[src/rtl/mipmap_box_filter_chain_assert.svh]
// Assertion macros used by the mip chain cascade engine
`ifndef MIPMAP_BOX_FILTER_CHAIN_ASSERT_SVH
`define MIPMAP_BOX_FILTER_CHAIN_ASSERT_SVH
`ifndef SYNTHESIS
`define MBF_ASSERT(lbl, prop) \
  lbl: assert property (@(posedge clk_i) disable iff (!rst_ni) prop) \
    else $error("mip chain assertion failed");
`define MBF_ASSERT_NEVER(lbl, expr) \
  lbl: assert property (@(posedge clk_i) disable iff (!rst_ni) !(expr)) \
    else $error("mip chain forbidden condition");
`else
`define MBF_ASSERT(lbl, prop)
`define MBF_ASSERT_NEVER(lbl, expr)
`endif
`endif

[src/rtl/mbfc_pkg.sv]
// Shared types, constants and channel arithmetic for the mip chain filter
package mbfc_pkg;

  localparam int unsigned DefMaxWidth  = 4096;
  localparam int unsigned DefMaxLevels = 12;
  localparam int unsigned HeightLimit  = 4096;
  localparam int unsigned DimW         = 13;  // config register width
  localparam int unsigned CrdW         = 12;  // level coordinate width
  localparam int unsigned LvlW         = 4;
  localparam int unsigned PixW         = 32;
  localparam int unsigned SumW         = 40;  // four 10-bit pair sums
  localparam int unsigned QueueDepth   = 4;

  typedef enum logic {
    REG_WIDTH  = 1'b0,
    REG_HEIGHT = 1'b1
  } cfg_reg_e;

  typedef struct packed {
    logic [DimW-1:0] w;
    logic [DimW-1:0] h;
    logic [LvlW-1:0] n;  // number of output levels
  } mbfc_geom_t;

  typedef struct packed {
    logic [PixW-1:0] pix;
    logic [CrdW-1:0] x;
    logic [CrdW-1:0] y;
    logic            fin;  // caused by the last cropped base pixel
  } mbfc_item_t;

  function automatic logic [SumW-1:0] pair_sum(logic [PixW-1:0] a, logic [PixW-1:0] b);
    logic [SumW-1:0] s;
    s = '0;
    for (int c = 0; c < 4; c++) begin
      s[10*c +: 10] = 10'(a[8*c +: 8]) + 10'(b[8*c +: 8]);
    end
    return s;
  endfunction

  function automatic logic [PixW-1:0] quad_avg(logic [SumW-1:0] s0, logic [SumW-1:0] s1);
    logic [PixW-1:0] p;
    logic [10:0]     t;
    p = '0;
    for (int c = 0; c < 4; c++) begin
      t = 11'(s0[10*c +: 10]) + 11'(s1[10*c +: 10]);
      p[8*c +: 8] = t[9:2];
    end
    return p;
  endfunction

endpackage

[src/rtl/mbfc_fifo.sv]
// Short queue of level-1 pixels between base stage and cascade engine
module mbfc_fifo import mbfc_pkg::*; (
  input  logic       clk_i,
  input  logic       rst_ni,
  input  logic       push_i,
  input  mbfc_item_t item_i,
  output logic       full_o,
  input  logic       pop_i,
  output logic       empty_o,
  output mbfc_item_t head_o
);

  localparam int unsigned PtrW = $clog2(QueueDepth);

  mbfc_item_t          slots_q [QueueDepth];
  logic [PtrW-1:0]     wr_q, rd_q;
  logic [PtrW:0]       cnt_q;

  assign full_o  = (cnt_q == (PtrW+1)'(QueueDepth));
  assign empty_o = (cnt_q == '0);
  assign head_o  = slots_q[rd_q];

  always_ff @(posedge clk_i) begin
    if (push_i) begin
      slots_q[wr_q] <= item_i;
    end
  end

  always_ff @(posedge clk_i or negedge rst_ni) begin
    if (!rst_ni) begin
      wr_q  <= '0;
      rd_q  <= '0;
      cnt_q <= '0;
    end else begin
      if (push_i) wr_q <= wr_q + 1'b1;
      if (pop_i)  rd_q <= rd_q + 1'b1;
      cnt_q <= cnt_q + (PtrW+1)'(push_i) - (PtrW+1)'(pop_i);
    end
  end

endmodule

[config.mk]
export PLATFORM = sky130hd
export DESIGN_NAME = mbfc_fifo
export DESIGN_NICKNAME = d
export VERILOG_FILES = /design/src/rtl/mipmap_box_filter_chain_assert.svh /design/src/rtl/mbfc_pkg.sv /design/src/rtl/mbfc_fifo.sv
export SDC_FILE = /design/constraint.sdc
export NUM_CORES = 1
export LEC_CHECK = 0
export BUFFER_PORTS_ARGS = -buffer_cell sky130_fd_sc_hd__buf_4
export CORE_AREA = 2 2 152 154
export DETAILED_ROUTE_END_ITERATION = 10
export DIE_AREA = 0 0 154 156
export SETUP_SLACK_MARGIN = 0.15
export SYNTH_ARGS = -nofsm -noshare
export SYNTH_HDL_FRONTEND = slang
export SYNTH_SLANG_ARGS = --single-unit
[constraint.sdc]
create_clock -name clk_i -period 3.4 [get_ports clk_i]
set_clock_uncertainty 0.1 [all_clocks]
set_input_delay 0.34 -clock clk_i [delete_from_list [all_inputs] [get_ports clk_i]]
set_output_delay 0.34 -clock clk_i [all_outputs]
set_load 0.02 [all_outputs]
=== Word-level counts from Yosys, hierarchy flattened ===
Memories as Yosys holds them, arrays and structs flattened.
Cells that the tools add are included.

* Add/subtract/negate cells: 4
* Equality and inequality tests: 1
* Muxes and demuxes: 2
* Reduce and logical (&&, ||, !) cells: 1

{| class="wikitable"
|+ Operators by type and width
! cell !! count
|-
| $add A2 B1 Y2 const B || 2
|-
| $add A3 B1 Y3 || 1
|-
| $eq A3 B3 Y1 const B || 1
|-
| $logic_not A3 Y1 || 1
|-
| $sub A3 B1 Y3 || 1
|-
| $mux W1 || 2
|}

* Bits in registers: 7
* RAM bits: 228
* Output and inout port bits: 59
* Logic and storage cells: 12
* Memories kept: 1

{| class="wikitable"
|+ Memory list
! name !! depth !! width !! read ports !! clocked after memory_dff !! wr ports !! RTL line !! RTL
|-
| slots_q || 4 || 57 || 1 || 0 || 1 || mbfc_fifo.sv:15 || <nowiki>mbfc_item_t slots_q [QueueDepth];</nowiki>
|}

=== Longest topological paths before layout ===
Gate-level depths: netlist of the first run.

* Word-level depth: 2
* Mapped depth: 6
* Mapped depth without buffers: 6

=== Least setup slack after synthesis of the first run ===
Ideal clock, no wire load.

* Path kind: register to register
* From: register wr_q[0]
* To: memory slots_q[0][0] in the netlist's numbering (enable)
* Library setup time: 0.421 ns
* Data arrival time: 1.969 ns
* Required time: 2.879 ns
* Setup slack: 0.910 ns
* Cell stages (with the launch flop): 4
* Clock period less this slack: 2.490 ns
* Cell sequence: dfrtp_1 inv_1 ha_1 and2_1

{| class="wikitable"
|+ RTL lines
! item !! RTL line !! RTL
|-
| from (decl) || mbfc_fifo.sv:16 || <nowiki>logic [PtrW-1:0] wr_q, rd_q;</nowiki>
|-
| from (signal assigned) || mbfc_fifo.sv:35 || <nowiki>if (push_i) wr_q <= wr_q + 1'b1;</nowiki>
|-
| to (decl) || mbfc_fifo.sv:15 ||
|}

No word-level cell before the write port.

==> results.md, run 1 <==
* Most frequent standard cell in the layout excluding fill and tap cells: sky130_fd_sc_hd__edfxtp_1
* RSZ-0062 raised after global routing: false
* Chip Height at 156 um
* Final wirelength at 15.6 mm
* Standard cell core area at 22400 um2
* Clock-pin slew on the worst setup and hold paths at 0.06 ns
* Clock Path Buffers at 3
* Most Frequent Cell on Critical Path: sky130_fd_sc_hd__buf_4
* Slew Limit Fails at 0
* Proportion of netlist area held by the largest area contributor at 79.4%
* Post-detailed-route DRC marker count at 0
* Syn_nets at 400
* Simple logic cell fraction of the synthesized area at 0.508%
* Max-slew headroom at the worst pin at 38.5%
* Number of buffers added by the clock tree synthesis step at 25
* Slowest cell delay on critical path at 0.78 ns
* FF+latch count, synth at 235
* Count of different cell masters after synthesis at 18
* Hold-fix buffers at CTS at 60
* Mean instance size in the synthesized netlist at 26.0 um2
* IO Count at 120
* Die extent in x at 154 um
* Buffering stage count on the worst path with inverters included at 2
* Resized cells post-CTS at 0
* Count of maximum capacitance violations at 0
* Insertion delay to the later sink of the worst-skew pair at 0.50 ns
* Xor-xnor portion of the synthesized cell area at 0.508%
* Post-route minimum period at 2.86 ns
* Total of buffers placed on input and output ports at 119
* Count of final setup violators at 0
* Starting Density at 38.6%
* Weighted congestion reported at the end of routability-driven placement at 0.662
* Fraction of final layout cells with drive strength greater than 1 at 39.8%
* Util after Layout at 50.1%
* TritonCTS clock tree: built
* Maximum number of pins on one net before global-route repair at 58
* Vias at 4010
* Remaining number of nets flagged by the antenna check after routing at 0
* Die Area at 24000 um2
* Area Overhead vs Synth at 29.8%
* Router iterations before antenna repair at 4
* Total area of multi-input combinational cells at 1480 um2
* Tightest Hold Check Type: in2async
* Post-synth top area cell: sky130_fd_sc_hd__edfxtp_1
* Seq/Total Area, Yosys at 81.4%
* Drt wl/cell at 18.8 um
* Adder-Cell Fraction of Synth Area at 1.10%
* Footprint of the flip-flops and latches at 7030 um2
* Critical path start-end classification: reg2out
* Setup Buffers After CTS at 0
* Cell type group with the largest total delay on the critical path: flip-flops
* Total number of nets in the final design at 596
* Number of antenna violations at the first check in global routing at 1
* Data arrival time of the worst path at 2.42 ns
* Combinational family with the most area after synthesis: multiplexers
* Hold Violations, Final at 0
* Number of global-route vias before repair at 4465
* Synth warnings at 0
* Required time worst endpoint at 2.96 ns
* Fmax at 350 MHz
* Cells after synthesis at 332
* Period utilization at 84.0%
* Worst-Margin Slew at 0.922 ns
* Root buf cell: sky130_fd_sc_hd__clkbuf_16
* Iteration-0 DRC count of the detailed router at 198
* Placed wire-length estimate at 8.66 mm
* CP cell instances: buf_4, mux4_2, buf_4
* Number of filler cells placed in the layout at 1794
* First-pass GRT wire length at 23.9 mm
* Mean number of vias per cell at 4.83
* Outcome: finished, final reports clean
* Number of cell rows at 55
* Mapped cell area at 8620 um2
* Share of the synthesized area in compound gates (AO/OA/AOI/OAI) at 0.0580%
* Element type at the critical path end: output port
* Worst-path cell with the longest stage delay: sky130_fd_sc_hd__dfrtp_4
* Mux cell area share after synthesis at 14.9%
* CP max FO at 26
* All-Layer GR Usage at 12.9%
* Top cells by area in the synthesized netlist: sky130_fd_sc_hd__edfxtp_1, sky130_fd_sc_hd__mux4_2, sky130_fd_sc_hd__dfrtp_1
* Remaining global-route overflow at 0
* Total power density per cell area at 862 nW/um2
* Worst vdd ir at 0.406 mV
* Cell leakage power at 0.00389 uW
* Clock sink count at 235
* Commonest non-fill, non-tap cells in the layout: sky130_fd_sc_hd__edfxtp_1, sky130_fd_sc_hd__buf_4, sky130_fd_sc_hd__dlygate4sd3_1, sky130_fd_sc_hd__mux4_2, sky130_fd_sc_hd__clkbuf_16
* Type of origin of the critical path: register
* Sum of negative setup slack at 0 ns
* Level count of the clock H-tree at 1
-- power breakdown --
group | internal [uW] | switching (uW) | total, uW
clock network | 1500 | 1010 | 2520
logic | 1460 | 1600 | 3060
registers | 3810 | 274 | 4080
-- flip-flops by register name, indices dropped and copies added, names as in the netlist --
signal,cells
cnt_q,3
rd_q,2
slots_q,228
wr_q,2
-- layout make-up --
cell class | count | share of cell area, %
antenna | 1 | 0.0224
clock buffer | 33 | 5.86
clock inverter | 11 | 0.961
inverter | 6 | 0.201
multi-input combinational | 78 | 13.2
sequential | 235 | 62.8
tap | 285 | 3.19
timing repair buffer | 182 | 13.8
-- cell usage after synthesis (all sizes together) --
cell	n
dfrtp	7
inv	6
o21ai	1
ha	6
edfxtp	228
nand2	2
and3	1
and2	4
fa	1
xor2	3
nor3	1
buf	13
xnor2	2
mux4	57
-- cells by family after synthesis --
family                     after synthesis
muxes                                   57
AOI/OAI and AO/OA                        1
xor gates and xnor gates                 5
DFF                                    235
buffers and inverters                   19
adders and majority gates                7
and+or+nand+nor                          8
-- worst paths after layout --
kind / startpoint / end / slack (ns) / depth (start not counted)
max: rd_q[0]$_DFFE_PN0P_ / head_o[18] / 0.54 / 3
min: rst_ni / cnt_q[0]$_DFF_PN0_ / 0.08 / 2
max reg2reg: wr_q[0]$_DFFE_PN0P_ / slots_q[0][36]$_DFFE_PP_ / 1.47 / 3
min reg2reg: wr_q[0]$_DFFE_PN0P_ / wr_q[0]$_DFFE_PN0P_ / 0.45 / 1
max in group asynchronous: rst_ni / rd_q[0]$_DFFE_PN0P_ / 2.99 / 2
min in group clk_i: wr_q[0]$_DFFE_PN0P_ / wr_q[0]$_DFFE_PN0P_ / 0.45 / 1
-- routing by layer --
metal / track usage, % / vias to the layer above / part of all wire (%)
met5: 0 / - / 0
met4: 3.52 / 0 / 1.9
met3: 3.00 / 27 / 5.3
met2: 21.6 / 103 / 49
met1: 17.1 / 2076 / 44
li1: - / 1804 / -
-- metrics by stage --
step	hold WS (ns)	std cells	setup WS [ns]	area [um2]	total power [uW]
final	0.0771	831	0.545	11200	9650
after global routing	0.0649	831	0.358	11200	10100
after CTS	0.0548	830	0.444	11200	9830
after detailed placement	0.0587	726	0.992	9830	7230
after global placement	0.0581	726	1.01	9830	7170
after floorplan	-0.0556	332	0.910	8620	6060
-- worst register-to-register path: stages (launching register included) --
cell                      delay [ns]
sky130_fd_sc_hd__dfrtp_1        0.42
sky130_fd_sc_hd__inv_1          0.10
sky130_fd_sc_hd__ha_1           0.16
sky130_fd_sc_hd__and2_4         0.75
Note: power is estimated with default switching activity, not from simulation.
==> inputs of run 2 (changes only) <==
Settings changed: ABC_AREA set to 1, CORE_AREA 2 2 152 154 to 2 2 164 166, DIE_AREA 0 0 154 156 to 0 0 166 168.
Clock period 3.4 ns to 2.7 ns, I/O delays scaled along.
==> run 2 against run 1 <==
Against the previous run:
- clock power increased by 21%
- count of clock-buffer cells in the layout stayed put
- cell count grew 78%
- sequential share of layout area is 7.1 points lower
- via count rose by 61%
- critical endpoint is now head_o[16]
- largest power group is now combinational cells
- highest routed layer unchanged
==> results.md, run 2 <==
* Net switching power at 4930 uW
* Count of different cell masters after synthesis at 16
* Worst-Margin Slew at 0.637 ns
* Count of final setup violators at 0
* Chip Height at 168 um
* Count leader, synth: sky130_fd_sc_hd__nand2_1
* Post-detailed-route DRC marker count at 0
* Hold Violations, Final at 0
* Vias at 6443
* Fraction of final layout cells with drive strength greater than 1 at 15.4%
* Worst vdd ir at 0.563 mV
* Required time worst endpoint at 2.33 ns
* Most Frequent Cell on Critical Path: sky130_fd_sc_hd__nand2_1
* FF-to-FF End: slots_q[2][10]$_DFFE_PP_
* Combinational share of power at 40.3%
* CP max FO at 63
* Clock sink count at 235
* Total number of nets in the final design at 1195
* Buffering stage count on the worst path with inverters included at 3
* Syn_nets at 1007
* Final wirelength at 20.2 mm
* Post-synth top area cell: sky130_fd_sc_hd__edfxtp_1
* Number of global-route vias before repair at 6258
* Sum of negative setup slack at 0 ns
* Drt wl/cell at 13.6 um
* Weighted congestion reported at the end of routability-driven placement at 0.723
* Cell leakage power at 0.00583 uW
* Internal reg-to-reg setup slack at 0.85 ns
* Remaining number of nets flagged by the antenna check after routing at 0
* Total power density per cell area at 1060 nW/um2
* Router iterations before antenna repair at 4
* Mean number of vias per cell at 4.34
* Remaining global-route overflow at 0
* Clock-pin slew on the worst setup and hold paths at 0.06 ns
* Largest registers: slots_q: 228 flops, cnt_q: 3 flops
* Worst R2R Path Depth at 5
* Worst slack, placed at 0.768 ns
* Clock Path Buffers at 3
* Period utilization at 87.7%
* Cell type group with the largest total delay on the critical path: buffers and inverters
* Mean instance size in the synthesized netlist at 10.6 um2
* First-pass GRT wire length at 32.3 mm
* Starting Density at 37.9%
* Standard cell core area at 26400 um2
* Proportion of netlist area held by the largest area contributor at 68.6%
* Type of origin of the critical path: register
* Mapped cell area at 9990 um2
* Setup Buffers After CTS at 0
* Setup slack of the critical path after layout at 0.333 ns
* Iteration-0 DRC count of the detailed router at 326
* Outcome: finished, final reports clean
* Total of buffers placed on input and output ports at 119
* Total Power Consumption at 13400 uW
* Tightest Hold Check Type: in2reg
* Max-slew headroom at the worst pin at 57.5%
* Die Area at 27900 um2
* Start point of the critical path: rd_q[0]$_DFFE_PN0P_
* Async SR Flop Fraction at 2.98%
* Primary FF master, synth: sky130_fd_sc_hd__edfxtp_1
* Count of flip-flops with a built-in enable after synthesis at 228
* Worst-path cell with the longest stage delay: sky130_fd_sc_hd__dfrtp_4
* Most frequent standard cell in the layout excluding fill and tap cells: sky130_fd_sc_hd__nand2_1
* Data arrival time of the worst path at 2.00 ns
* Synth warnings at 0
* WHS Path Cells at 3
* All-Layer GR Usage at 14.5%
* Worst Hold Endpoint: rd_q[0]$_DFFE_PN0P_
* CP cell instances: inv_6, buf_16, nand2_1, nand3_1, nand2_1, buf_4
* Maximum number of pins on one net before global-route repair at 117
* Reg power frac at 37.0%
* Root buf cell: sky130_fd_sc_hd__clkbuf_16
* Area Overhead vs Synth at 26.4%
* Number of cell rows at 60
* Post-route minimum period at 2.37 ns
* Leading cell types by count after synthesis: sky130_fd_sc_hd__nand2_1, sky130_fd_sc_hd__inv_1, sky130_fd_sc_hd__edfxtp_1, sky130_fd_sc_hd__nand3_1, sky130_fd_sc_hd__buf_2
* Total internal power at 8450 uW
* TritonCTS clock tree: built
* Slowest cell delay on critical path at 0.51 ns
* FF+latch count, synth at 235
* Launching point of the worst reg2reg path: wr_q[0]$_DFFE_PN0P_
* IO Count at 120
* Largest register FFs at 228
* Critical path start-end classification: reg2out
* Slew Limit Fails at 0
* RSZ-0062 raised after global routing: false
* Switching part of the total power at 36.9%
* Fmax at 422 MHz
* Share of total power in the clock network at 22.8%
* Count of maximum capacitance violations at 0
* Number of antenna violations at the first check in global routing at 1
* Cells after synthesis at 939
* Seq/Total Area, Yosys at 70.3%
* Register name with the most flops: slots_q
* Level count of the clock H-tree at 1
* Element type at the critical path end: output port
* Top cells by area in the synthesized netlist: sky130_fd_sc_hd__edfxtp_1, sky130_fd_sc_hd__nand2_1, sky130_fd_sc_hd__inv_1
* Placed wire-length estimate at 11.8 mm
* Commonest non-fill, non-tap cells in the layout: sky130_fd_sc_hd__nand2_1, sky130_fd_sc_hd__inv_1, sky130_fd_sc_hd__edfxtp_1, sky130_fd_sc_hd__buf_4, sky130_fd_sc_hd__nand3_1
* Insertion delay to the later sink of the worst-skew pair at 0.51 ns
* Number of buffers added by the clock tree synthesis step at 24
* Die extent in x at 166 um
* Startpoint of the tightest hold check path: pop_i
run 2: changes by cell type in the layout (fill, tap and decap cells not counted), sizes merged, moves of 2 or more:
cell,delta
nand3,+115
xnor2,-2
nand2,+294
inv,+235
buf,+17
clkinv,-2
and2,-4
mux4,-57
run 2: cell families (layout without fill, tap and decap cells):
family	after synthesis	count (layout)	share of synthesized area [%]
XOR/XNOR	3	3	0.263
flip-flops	235	235	70.3
AO/OA/AOI/OAI	1	1	0.0501
adder cells (fa/ha/maj)	7	7	0.952
other	0	1	0
buffers and inverters	280	482	11.4
AND/OR/NAND/NOR	413	413	17.0
run 2: area by class of cell:
type / instances / area [um2]
fill: 2379 / 13700
sequential: 235 / 7030
multi-input combinational: 424 / 1820
timing repair buffer: 200 / 1720
inverter: 242 / 913
clock buffer: 33 / 656
tap: 341 / 427
clock inverter: 7 / 56.3
antenna: 1 / 2.50
run 2: routing by layer:
metal / GRT usage, % / vias to the layer above / wire, um
li1: - / 3297 / -
met1: 18.6 / 2999 / 8840
met2: 25.2 / 118 / 10000
met3: 2.94 / 29 / 996
met4: 3.82 / 0 / 345
met5: 0 / - / 0
run 2: how the worst max path moves through the flow:
stage | end | slack, ns | cells past startpoint
2_1_floorplan | slots_q[0][0]$_DFFE_PP_ | 0.40 | 4
3_3_place_gp | head_o[16] | 0.79 | 6
3_5_place_dp | head_o[37] | 0.77 | 6
4_1_cts | head_o[37] | 0.21 | 6
5_1_grt | head_o[4] | 0.20 | 6
6_report | head_o[16] | 0.33 | 6
run 2: what timing repair did:
item / CTS / global route
resized for setup: 0 / 3
hold buffers: 61 / 0
endpoints found under the hold margin: 240 / 0
setup endpoints to repair: 0 / 13
run 2: power groups by stage:
stage | clock network [uW] | registers (uW) | logic, uW
6_report | 3050 | 4950 | 5390
5_1_grt | 3280 | 5000 | 5990
4_1_cts | 3120 | 4950 | 5510
3_5_place_dp | 0 | 5020 | 5420
3_3_place_gp | 0 | 5010 | 5360
2_1_floorplan | 0 | 5000 | 3390
run 2: stage by stage:
| stage | util [%] | hold slack [ns] | instance area, um2 | instances |
|---|---|---|---|---|
| 3_5_place_dp | 42.8 | -0.00563 | 11300 | 1381 |
| 6_report | 47.9 | 0.401 | 12600 | 1483 |
| 5_1_grt | 47.9 | 0.381 | 12600 | 1483 |
| 4_1_cts | 47.8 | 0.378 | 12600 | 1482 |
| 2_1_floorplan | - | -0.126 | 9990 | 939 |
| 3_3_place_gp | 42.8 | -0.00675 | 11300 | 1381 |
run 2: tightest hold or removal path: cells and delay by family:
family                    cells  cell delay, ns
xor gates and xnor gates      1            0.06
buffers and inverters         2            0.65
